File: config.mk
export PLATFORM = sky130hd
export DESIGN_NAME = char_lcd_nibble_writer_top
export DESIGN_NICKNAME = d
export VERILOG_FILES = /design/src/hdl/lcdnw_pkg.sv /design/src/hdl/char_lcd_nibble_writer_top.sv /design/src/hdl/lcdnw_front.sv /design/src/hdl/lcdnw_queue.sv /design/src/hdl/lcdnw_back.sv
export SDC_FILE = /design/constraint.sdc
export NUM_CORES = 1
export LEC_CHECK = 0
export BUFFER_PORTS_ARGS = -buffer_cell sky130_fd_sc_hd__buf_2
export CELL_PAD_IN_SITES_DETAIL_PLACEMENT = 1
export CELL_PAD_IN_SITES_GLOBAL_PLACEMENT = 2
export CORE_MARGIN = 2
export CORE_UTILIZATION = 43
export CTS_CLUSTER_DIAMETER = 60
export DETAILED_ROUTE_END_ITERATION = 8
export GPL_TIMING_DRIVEN = 0
export HOLD_SLACK_MARGIN = 0.05
export PLACE_DENSITY = 0.78
export SLEW_MARGIN = 10
export SYNTH_ARGS = -nofsm -noshare
export SYNTH_HDL_FRONTEND = slang
export SYNTH_HIERARCHICAL = 1
export SYNTH_SLANG_ARGS = --single-unit
File: constraint.sdc
create_clock -name aclk -period 5.2 [get_ports aclk]
set_input_delay 0.52 -clock aclk [delete_from_list [all_inputs] [get_ports aclk]]
set_output_delay 0.52 -clock aclk [all_outputs]
set_load 0.05 [all_outputs]
File: src/hdl/lcdnw_pkg.sv
`timescale 1ns / 1ps
// Shared types, constants and helpers for the character-LCD nibble writer.
// No dependencies; every other file in hdl/ refers to this package by scoped name.
package lcdnw_pkg;

    // Widest column limit the cursor logic supports.
    localparam int MAX_COLUMNS = 40;

    // Default depth of the queue between front and back.
    localparam int QUEUE_DEPTH = 4;

    // Operation codes.
    localparam logic [2:0] OP_COMMAND  = 3'd0;
    localparam logic [2:0] OP_CHAR     = 3'd1;
    localparam logic [2:0] OP_POSITION = 3'd2;
    localparam logic [2:0] OP_CLEAR    = 3'd3;
    localparam logic [2:0] OP_FLAG     = 3'd4;

    // Configuration register indexes.
    localparam logic [1:0] CFG_COLUMNS = 2'd0;
    localparam logic [1:0] CFG_ROWS    = 2'd1;
    localparam logic [1:0] CFG_EIGHT   = 2'd2;

    // Flag index that selects nothing.
    localparam logic [1:0] FLAG_NONE = 2'd3;

    // Display command bytes.
    localparam logic [7:0] CMD_CLEAR   = 8'h01;
    localparam logic [7:0] CMD_HOME    = 8'h02;
    localparam logic [7:0] CMD_CONTROL = 8'h08;
    localparam logic [7:0] CMD_ADDRESS = 8'h80;
    localparam logic [7:0] ROW_BASE    = 8'h40;
    localparam logic [3:0] NIBBLE_MASK = 4'hF;

    // Register select codes.
    localparam logic RS_COMMAND = 1'b0;
    localparam logic RS_DATA    = 1'b1;

    // Reset values of the configuration registers.
    localparam logic [5:0] COLUMNS_RESET = 6'd16;
    localparam logic [2:0] ROWS_RESET    = 3'd2;

    typedef struct packed {
        logic [5:0] columns;
        logic [2:0] rows;
        logic       eight_bit;
    } cfg_t;

    // One queue entry: the bytes one input item sends. The second byte,
    // when present, always goes to the command register.
    typedef struct packed {
        logic       two_bytes;
        logic       rs0;
        logic [7:0] byte0;
        logic [7:0] byte1;
    } job_t;

    function automatic logic [7:0] addr_cmd(input logic [5:0] col, input logic [1:0] row);
        logic [7:0] base;
        base = (row != 2'd0) ? (CMD_ADDRESS | ROW_BASE) : CMD_ADDRESS;
        return base + {2'b00, col};
    endfunction

endpackage

File: src/hdl/char_lcd_nibble_writer_top.sv
`timescale 1ns / 1ps
// The first bus transfer of an operation goes through the queue entry, the back-end job
// register and the output register. Throughput: one bus transfer per cycle while m_tready
// is high, 1 to 4 transfers per operation as set by the back-end sequencer; the front end
// takes one operation per cycle while the queue has room.
// Reset: aresetn is synchronous, active low; it clears cursor, flags, queue and
// output, and returns the registers to 16 columns, 2 rows and 4-bit mode.
module char_lcd_nibble_writer_top #(
    // Number of byte jobs the queue between front and back holds.
    parameter int QUEUE_DEPTH = lcdnw_pkg::QUEUE_DEPTH
) (
    input  logic        aclk,
    input  logic        aresetn,

    // Configuration write channel. Index 0 columns_in_use, 1 rows_in_use,
    // 2 eight_bit_bus; other indexes are accepted and ignored.
    input  logic        cfg_valid,
    output logic        cfg_ready,
    input  logic [1:0]  cfg_index,
    input  logic [5:0]  cfg_data,

    // Operation input.
    input  logic        s_tvalid,
    output logic        s_tready,
    // s_tdata: byte_value[7:0], column[13:8], row[15:14], flag_index[17:16],
    // flag_on[18], zero padding [23:19].
    input  logic [23:0] s_tdata,
    // s_tuser: op[2:0].
    input  logic [2:0]  s_tuser,

    // Bus transfer output.
    output logic        m_tvalid,
    input  logic        m_tready,
    // m_tdata: bus_value[7:0].
    output logic [7:0]  m_tdata,
    // m_tuser: reg_select[0].
    output logic        m_tuser,
    // m_tlast: last_of_run, high on the final transfer of an operation.
    output logic        m_tlast
);

    // Configuration registers. Writes are only expected while the block is idle,
    // so both halves read them directly.
    lcdnw_pkg::cfg_t cfg_reg, cfg_next;

    lcdnw_pkg::job_t push_job;
    lcdnw_pkg::job_t head_job;
    logic            push;
    logic            not_full;
    logic            not_empty;
    logic            pop;

    assign cfg_ready = 1'b1;

    always_comb begin
        cfg_next = cfg_reg;
        if (cfg_valid) begin
            case (cfg_index)
                lcdnw_pkg::CFG_COLUMNS: cfg_next.columns   = cfg_data;
                lcdnw_pkg::CFG_ROWS:    cfg_next.rows      = cfg_data[2:0];
                lcdnw_pkg::CFG_EIGHT:   cfg_next.eight_bit = cfg_data[0];
                default:                cfg_next = cfg_reg;
            endcase
        end
    end

    always_ff @(posedge aclk) begin
        if (!aresetn) begin
            cfg_reg.columns   <= lcdnw_pkg::COLUMNS_RESET;
            cfg_reg.rows      <= lcdnw_pkg::ROWS_RESET;
            cfg_reg.eight_bit <= 1'b0;
        end else begin
            cfg_reg <= cfg_next;
        end
    end

    // The front takes an operation whenever the queue has room, even while the
    // back end is still sending earlier transfers or the output is stalled.
    assign s_tready = not_full;

    lcdnw_front u_front (
        .aclk       (aclk),
        .aresetn    (aresetn),
        .cfg        (cfg_reg),
        .item_valid (s_tvalid),
        .item_ready (s_tready),
        .op         (s_tuser),
        .byte_value (s_tdata[7:0]),
        .column     (s_tdata[13:8]),
        .row        (s_tdata[15:14]),
        .flag_index (s_tdata[17:16]),
        .flag_on    (s_tdata[18]),
        .push       (push),
        .push_job   (push_job)
    );

    // Operations that send nothing (bad position, unknown flag or op) are
    // accepted but never enter the queue.
    lcdnw_queue #(
        .DEPTH (QUEUE_DEPTH)
    ) u_queue (
        .aclk      (aclk),
        .aresetn   (aresetn),
        .push      (push),
        .push_job  (push_job),
        .not_full  (not_full),
        .pop       (pop),
        .not_empty (not_empty),
        .head_job  (head_job)
    );

    // The back end fetches the next job in the same cycle it emits the final
    // transfer of the current one, so transfers leave without gaps.
    lcdnw_back u_back (
        .aclk      (aclk),
        .aresetn   (aresetn),
        .eight_bit (cfg_reg.eight_bit),
        .job_valid (not_empty),
        .job       (head_job),
        .job_pop   (pop),
        .out_valid (m_tvalid),
        .out_ready (m_tready),
        .out_rs    (m_tuser),
        .out_data  (m_tdata),
        .out_last  (m_tlast)
    );

endmodule

File: src/hdl/lcdnw_front.sv
`timescale 1ns / 1ps
// Front end: decodes one operation per cycle while the queue has room, keeps cursor and
// control flags, and pushes the bytes to send into the queue. Depends on lcdnw_pkg.
module lcdnw_front (
    input  logic              aclk,
    input  logic              aresetn,
    input  lcdnw_pkg::cfg_t   cfg,
    input  logic              item_valid,
    input  logic              item_ready,
    input  logic [2:0]        op,
    input  logic [7:0]        byte_value,
    input  logic [5:0]        column,
    input  logic [1:0]        row,
    input  logic [1:0]        flag_index,
    input  logic              flag_on,
    output logic              push,
    output lcdnw_pkg::job_t   push_job
);

    logic [5:0] col_reg, col_next;
    logic [1:0] row_reg, row_next;
    logic [2:0] flags_reg, flags_next;

    logic [6:0] col_limit;
    logic [2:0] row_limit;
    logic [5:0] col_inc;
    logic [1:0] row_inc;
    logic       col_wrap;
    logic       row_wrap;
    logic [1:0] row_after;
    logic [2:0] flag_bit;
    logic [2:0] flags_upd;
    logic       emit;

    // Clamp the limits into their legal ranges.
    always_comb begin
        if (cfg.columns == 6'd0) begin
            col_limit = 7'd1;
        end else if ({1'b0, cfg.columns} > 7'(lcdnw_pkg::MAX_COLUMNS)) begin
            col_limit = 7'(lcdnw_pkg::MAX_COLUMNS);
        end else begin
            col_limit = {1'b0, cfg.columns};
        end
        if (cfg.rows == 3'd0) begin
            row_limit = 3'd1;
        end else if (cfg.rows > 3'd4) begin
            row_limit = 3'd4;
        end else begin
            row_limit = cfg.rows;
        end
    end

    always_comb begin
        col_inc   = col_reg + 6'd1;
        col_wrap  = (col_inc == 6'd0) || ({1'b0, col_inc} >= col_limit);
        row_inc   = row_reg + 2'd1;
        row_wrap  = (row_inc == 2'd0) || ({1'b0, row_inc} >= row_limit);
        row_after = row_wrap ? 2'd0 : row_inc;
        flag_bit  = 3'b100 >> flag_index;
        flags_upd = flag_on ? (flags_reg | flag_bit) : (flags_reg & ~flag_bit);
    end

    always_comb begin
        col_next           = col_reg;
        row_next           = row_reg;
        flags_next         = flags_reg;
        emit               = 1'b0;
        push_job.two_bytes = 1'b0;
        push_job.rs0       = lcdnw_pkg::RS_COMMAND;
        push_job.byte0     = byte_value;
        push_job.byte1     = lcdnw_pkg::CMD_HOME;
        case (op)
            lcdnw_pkg::OP_COMMAND: begin
                emit = 1'b1;
            end
            lcdnw_pkg::OP_CHAR: begin
                emit               = 1'b1;
                push_job.rs0       = lcdnw_pkg::RS_DATA;
                push_job.two_bytes = col_wrap;
                push_job.byte1     = lcdnw_pkg::addr_cmd(6'd0, row_after);
                if (col_wrap) begin
                    col_next = 6'd0;
                    row_next = row_after;
                end else begin
                    col_next = col_inc;
                end
            end
            lcdnw_pkg::OP_POSITION: begin
                if (({1'b0, column} < col_limit) && ({1'b0, row} < row_limit)) begin
                    emit           = 1'b1;
                    push_job.byte0 = lcdnw_pkg::addr_cmd(column, row);
                    col_next       = column;
                    row_next       = row;
                end
            end
            lcdnw_pkg::OP_CLEAR: begin
                emit               = 1'b1;
                push_job.two_bytes = 1'b1;
                push_job.byte0     = lcdnw_pkg::CMD_CLEAR;
                push_job.byte1     = lcdnw_pkg::CMD_HOME;
                col_next           = 6'd0;
                row_next           = 2'd0;
            end
            lcdnw_pkg::OP_FLAG: begin
                if (flag_index != lcdnw_pkg::FLAG_NONE) begin
                    emit           = 1'b1;
                    flags_next     = flags_upd;
                    push_job.byte0 = lcdnw_pkg::CMD_CONTROL | {5'd0, flags_upd};
                end
            end
            default: begin
                emit = 1'b0;
            end
        endcase
    end

    assign push = item_valid && item_ready && emit;

    always_ff @(posedge aclk) begin
        if (!aresetn) begin
            col_reg   <= 6'd0;
            row_reg   <= 2'd0;
            flags_reg <= 3'd0;
        end else if (item_valid && item_ready) begin
            col_reg   <= col_next;
            row_reg   <= row_next;
            flags_reg <= flags_next;
        end
    end

endmodule

File: src/hdl/lcdnw_queue.sv
`timescale 1ns / 1ps
// Small register queue of byte jobs between front and back.
// Depends on lcdnw_pkg for the entry type.
module lcdnw_queue #(
    parameter int DEPTH = lcdnw_pkg::QUEUE_DEPTH
) (
    input  logic              aclk,
    input  logic              aresetn,
    input  logic              push,
    input  lcdnw_pkg::job_t   push_job,
    output logic              not_full,
    input  logic              pop,
    output logic              not_empty,
    output lcdnw_pkg::job_t   head_job
);

    localparam int PTR_W = (DEPTH > 1) ? $clog2(DEPTH) : 1;
    localparam int CNT_W = $clog2(DEPTH + 1);

    lcdnw_pkg::job_t  entry_reg [DEPTH];
    logic [PTR_W-1:0] wr_reg, wr_next;
    logic [PTR_W-1:0] rd_reg, rd_next;
    logic [CNT_W-1:0] count_reg, count_next;
    logic             do_push;
    logic             do_pop;

    assign not_full  = (count_reg != CNT_W'(DEPTH));
    assign not_empty = (count_reg != '0);
    assign head_job  = entry_reg[rd_reg];
    assign do_push   = push && not_full;
    assign do_pop    = pop && not_empty;

    always_comb begin
        wr_next    = wr_reg;
        rd_next    = rd_reg;
        count_next = count_reg;
        if (do_push) begin
            wr_next = (wr_reg == PTR_W'(DEPTH - 1)) ? '0 : wr_reg + PTR_W'(1);
        end
        if (do_pop) begin
            rd_next = (rd_reg == PTR_W'(DEPTH - 1)) ? '0 : rd_reg + PTR_W'(1);
        end
        if (do_push && !do_pop) begin
            count_next = count_reg + CNT_W'(1);
        end else if (do_pop && !do_push) begin
            count_next = count_reg - CNT_W'(1);
        end
    end

    always_ff @(posedge aclk) begin
        if (!aresetn) begin
            wr_reg    <= '0;
            rd_reg    <= '0;
            count_reg <= '0;
        end else begin
            wr_reg    <= wr_next;
            rd_reg    <= rd_next;
            count_reg <= count_next;
        end
    end

    always_ff @(posedge aclk) begin
        if (do_push) begin
            entry_reg[wr_reg] <= push_job;
        end
    end

endmodule

File: src/hdl/lcdnw_back.sv
`timescale 1ns / 1ps
// Back end: splits queued byte jobs into bus transfers, one per cycle while the output
// is not stalled, into an output register. Depends on lcdnw_pkg.
module lcdnw_back (
    input  logic              aclk,
    input  logic              aresetn,
    input  logic              eight_bit,
    input  logic              job_valid,
    input  lcdnw_pkg::job_t   job,
    output logic              job_pop,
    output logic              out_valid,
    input  logic              out_ready,
    output logic              out_rs,
    output logic [7:0]        out_data,
    output logic              out_last
);

    lcdnw_pkg::job_t cur_reg, cur_next;
    logic            busy_reg, busy_next;
    logic            sel_reg, sel_next;
    logic            nib_reg, nib_next;
    logic            valid_reg, valid_next;
    logic            rs_reg, rs_next;
    logic [7:0]      data_reg, data_next;
    logic            last_reg, last_next;

    logic       advance;
    logic [7:0] cur_byte;
    logic       byte_done;
    logic       job_done;

    always_comb begin
        advance   = busy_reg && (!valid_reg || out_ready);
        cur_byte  = sel_reg ? cur_reg.byte1 : cur_reg.byte0;
        byte_done = eight_bit || nib_reg;
        job_done  = byte_done && (sel_reg || !cur_reg.two_bytes);
        job_pop   = job_valid && (!busy_reg || (advance && job_done));
    end

    always_comb begin
        cur_next   = cur_reg;
        busy_next  = busy_reg;
        sel_next   = sel_reg;
        nib_next   = nib_reg;
        valid_next = valid_reg;
        rs_next    = rs_reg;
        data_next  = data_reg;
        last_next  = last_reg;
        if (out_ready) begin
            valid_next = 1'b0;
        end
        if (advance) begin
            valid_next = 1'b1;
            rs_next    = sel_reg ? lcdnw_pkg::RS_COMMAND : cur_reg.rs0;
            last_next  = job_done;
            if (eight_bit) begin
                data_next = cur_byte;
            end else if (nib_reg) begin
                data_next = {4'd0, cur_byte[3:0] & lcdnw_pkg::NIBBLE_MASK};
            end else begin
                data_next = {4'd0, cur_byte[7:4] & lcdnw_pkg::NIBBLE_MASK};
            end
            if (!byte_done) begin
                nib_next = 1'b1;
            end else begin
                nib_next = 1'b0;
                if (!job_done) begin
                    sel_next = 1'b1;
                end else begin
                    busy_next = 1'b0;
                end
            end
        end
        if (job_pop) begin
            cur_next  = job;
            busy_next = 1'b1;
            sel_next  = 1'b0;
            nib_next  = 1'b0;
        end
    end

    always_ff @(posedge aclk) begin
        if (!aresetn) begin
            busy_reg  <= 1'b0;
            sel_reg   <= 1'b0;
            nib_reg   <= 1'b0;
            valid_reg <= 1'b0;
        end else begin
            busy_reg  <= busy_next;
            sel_reg   <= sel_next;
            nib_reg   <= nib_next;
            valid_reg <= valid_next;
        end
    end

    always_ff @(posedge aclk) begin
        cur_reg  <= cur_next;
        rs_reg   <= rs_next;
        data_reg <= data_next;
        last_reg <= last_next;
    end

    assign out_valid = valid_reg;
    assign out_rs    = rs_reg;
    assign out_data  = data_reg;
    assign out_last  = last_reg;

endmodule

==> insert_results.sql <==
INSERT INTO impl_metrics (metric_group, metric, value, unit) VALUES
('yosys', 'combinational_family_with_the_most_area_after_synthesis', 'simple AND/OR/NAND/NOR gates', ''),
('detailed_routing', 'dr.pass1.iters', '4', ''),
('clock_tree', 'cts-root-buf', 'sky130_fd_sc_hd__clkbuf_16', ''),
('critical_path', 'path_class', 'flop to flop', ''),
('critical_path', 'crit_start', 'cfg_reg[8]', ''),
('clock_tree', 'cts.hold.buffers_added', '0', ''),
('yosys', 'post_synth.cell_area_avg', '13.9', 'um2'),
('clock_tree', 'clockBufferDepth', '2', ''),
('die', 'die_x', '124', 'um'),
('critical_path', 'startpoint_type', 'flop', ''),
('die', 'fp.coreArea', '13900', 'um2'),
('cells_and_area', 'post_layout_nonfiller_instances', '703', ''),
('placement', 'place.port_buffers', '43', ''),
('yosys', 'synth.area.mux_share', '0.108', ''),
('timing', 'rsz0062_at_grt', 'false', ''),
('critical_path', 'worst_setup_path_end_kind', 'flop', ''),
('die', 'ioPinCount', '53', ''),
('critical_path', 'timing.rr.end', 'u_queue/count_reg[2]', ''),
('timing', 'timing.final.hold_violations', '0', ''),
('critical_path', 'cpMaxStageDelayCell', 'sky130_fd_sc_hd__a211oi_2', ''),
('yosys', 'yosysUniqueCellTypes', '73', ''),
('clock_tree', 'htree_num_levels', '4', ''),
('detailed_routing', 'routed_wire_length_per_instance', '18.9', 'um'),
('clock_tree', 'tritoncts', 'built', ''),
('cells_and_area', 'area_growth', '17.1', '%'),
('cells_and_area', 'n_antenna_cell', '0', ''),
('global_routing', 'busiest_layer', 'met2', ''),
('cells_and_area', 'number_of_flip_flops_in_the_largest_register', '72', ''),
('die', 'die_outline_area', '15300', 'um2'),
('timing', 'setup_skew_after_layout', '0.00851', 'ns'),
('timing', 'tns', '0', 'ns'),
('yosys', 'synth_top_flop_cell', 'sky130_fd_sc_hd__edfxtp_1', ''),
('clock_tree', 'clk_latency', '0.41', 'ns'),
('yosys', 'synth_simple_gate_area_frac', '0.113', ''),
('clock_tree', 'cts_post_setup_buffers_inserted', '0', ''),
('detailed_routing', 'postRouteWirelength', '13300', 'um'),
('global_routing', 'grt_use_total', '0.194', ''),
('clock_tree', 'cts_resized', '0', ''),
('detailed_routing', 'dr_drc_count', '0', ''),
('critical_path', 'critPathRequiredTime', '5.54', 'ns'),
('flow_run', 'max-cap-violations', '0', ''),
('yosys', 'post_synth_xor_area_fraction', '0.00851', ''),
('timing', 'final.min_clock_period', '4.51', 'ns'),
('detailed_routing', 'postRouteAntennaNets', '0', ''),
('yosys', 'synth_compound_gate_area_share', '0.0932', ''),
('timing', 'slew-limit-headroom', '0.455', ''),
('yosys', 'post_synth_inst_count', '444', ''),
('placement', 'finalWeightedCongestion', '0.803', ''),
('detailed_routing', 'vias', '3832', ''),
('timing', 'timing_max_transition_violations_final', '0', ''),
('critical_path', 'worstPathBufferInverterCount', '1', ''),
('yosys', 'adder_cell_share_of_the_synthesized_area', '0.0478', ''),
('cells_and_area', 'layout.nets', '573', ''),
('hold_path', 'holdCritPathClass', 'input pin to flop', ''),
('global_routing', 'antenna_found_initial', '0', ''),
('clock_tree', 'cts.sink_count', '134', ''),
('global_routing', 'grt.met2_usage', '0.320', ''),
('outcome', 'run_status', 'finished clean', ''),
('placement', 'dpl.hpwl', '9730', 'um'),
('global_routing', 'grt_start_max_net_pins', '20', ''),
('yosys', 'seq_area_frac_synth', '0.596', ''),
('timing', 'maxClockFrequency', '221', 'MHz'),
('detailed_routing', 'initialDrtViolationCount', '172', ''),
('timing', 'worstMarginPinSlew', '0.818', 'ns'),
('timing', 'final.period_utilization', '0.868', ''),
('die', 'num_rows', '43', ''),
('critical_path', 'critical_path.max_fanout', '6', ''),
('clock_tree', 'cts_made_buffers', '17', ''),
('yosys', 'ys_async_sr_fraction', '0', ''),
('clock_tree', 'clk_pin_slew_worst_paths', '0.05', 'ns'),
('critical_path', 'timing.critical_path.arrival', '4.85', 'ns');
kinds of logic (layout without fill, tap and decap cells):
logic type / count (synthesis) / in the layout
DFF: 134 / 134
and+or+nand+nor: 125 / 125
AOI/OAI and AO/OA: 77 / 77
muxes: 39 / 39
buffers and inverters: 38 / 113
adders and majority gates: 23 / 23
xor gates and xnor gates: 6 / 6
other: 2 / 6
per-layer routing:
metal  routed length, um  share of wire
met5                   0              0
met4                 221          0.017
met3                 369          0.028
met2                6590           0.50
met1                6090           0.46
worst min-delay path, delay by kind of cell:
family                 cells  cell delay, ns
buffers and inverters      1            0.10
AND/OR/NAND/NOR            1            0.05
multiplexers               1            0.05
worst min-delay path by stage:
stage	start	endpoint	slack, ns	cells past startpoint
3_5_place_dp	cfg_reg[1]	cfg_reg[1]	0.46	2
3_3_place_gp	cfg_reg[1]	cfg_reg[1]	0.45	2
4_1_cts	cfg_data[5]	cfg_reg[9]	0.35	3
6_report	cfg_data[5]	cfg_reg[9]	0.36	3
5_1_grt	cfg_data[5]	cfg_reg[9]	0.38	3
2_1_floorplan	cfg_reg[1]	cfg_reg[1]	0.43	2
cells in the mapped netlist (7+ instances only):
cell	instances	area share
sky130_fd_sc_hd__inv_1	16	0.0097
sky130_fd_sc_hd__nand2b_1	8	0.0081
sky130_fd_sc_hd__buf_4	8	0.0097
sky130_fd_sc_hd__mux4_2	22	0.080
sky130_fd_sc_hd__nor2_1	20	0.012
sky130_fd_sc_hd__nor3_1	7	0.0057
sky130_fd_sc_hd__a21oi_1	17	0.014
sky130_fd_sc_hd__nor2b_1	15	0.015
sky130_fd_sc_hd__nand3_1	8	0.0065
sky130_fd_sc_hd__o21ai_0	11	0.0089
sky130_fd_sc_hd__nand2_1	33	0.020
sky130_fd_sc_hd__edfxtp_1	100	0.49
sky130_fd_sc_hd__mux2i_1	17	0.028
sky130_fd_sc_hd__ha_1	22	0.045
sky130_fd_sc_hd__dfxtp_1	34	0.11
per-stage QoR:
stage / setup WS (ns) / hold slack (ns) / instance area [um2] / total power (W) / utilization
2_1_floorplan: 1.43 / 0.430 / 6190 / 0.00202 / -
3_3_place_gp: 0.598 / 0.447 / 6630 / 0.00220 / 0.476
3_5_place_dp: 0.440 / 0.460 / 6630 / 0.00223 / 0.476
4_1_cts: 0.434 / 0.346 / 7230 / 0.00342 / 0.519
5_1_grt: 0.389 / 0.379 / 7240 / 0.00355 / 0.519
6_report: 0.685 / 0.358 / 7240 / 0.00338 / 0.519
power breakdown:
group	internal [W]	total (W)	switching [W]	leakage (nW)
clock network	0.000736	0.00118	0.000440	0.288
registers	0.00138	0.00146	0.0000780	1.20
logic	0.000294	0.000739	0.000445	1.14
total	0.00241	0.00338	0.000963	2.63
final cells by class:
cell class | count | area [um2]
multi-input combinational | 276 | 2310
timing repair buffer | 43 | 215
buffer | 21 | 138
tap | 180 | 225
clock buffer | 23 | 508
clock inverter | 9 | 88.8
fill | 1423 | 6700
inverter | 17 | 63.8
sequential | 134 | 3680
cell usage in the layout, fill, tap and decap left out, types with 16 or more instances in the layout:
cell type                     n
sky130_fd_sc_hd__a21oi_1     17
sky130_fd_sc_hd__buf_2       48
sky130_fd_sc_hd__clkbuf_16   17
sky130_fd_sc_hd__dfxtp_1     34
sky130_fd_sc_hd__edfxtp_1   100
sky130_fd_sc_hd__ha_1        22
sky130_fd_sc_hd__inv_1       16
sky130_fd_sc_hd__mux2i_1     17
sky130_fd_sc_hd__mux4_2      22
sky130_fd_sc_hd__nand2_1     33
sky130_fd_sc_hd__nor2_1      20
Power figures use the tool's default switching activity.
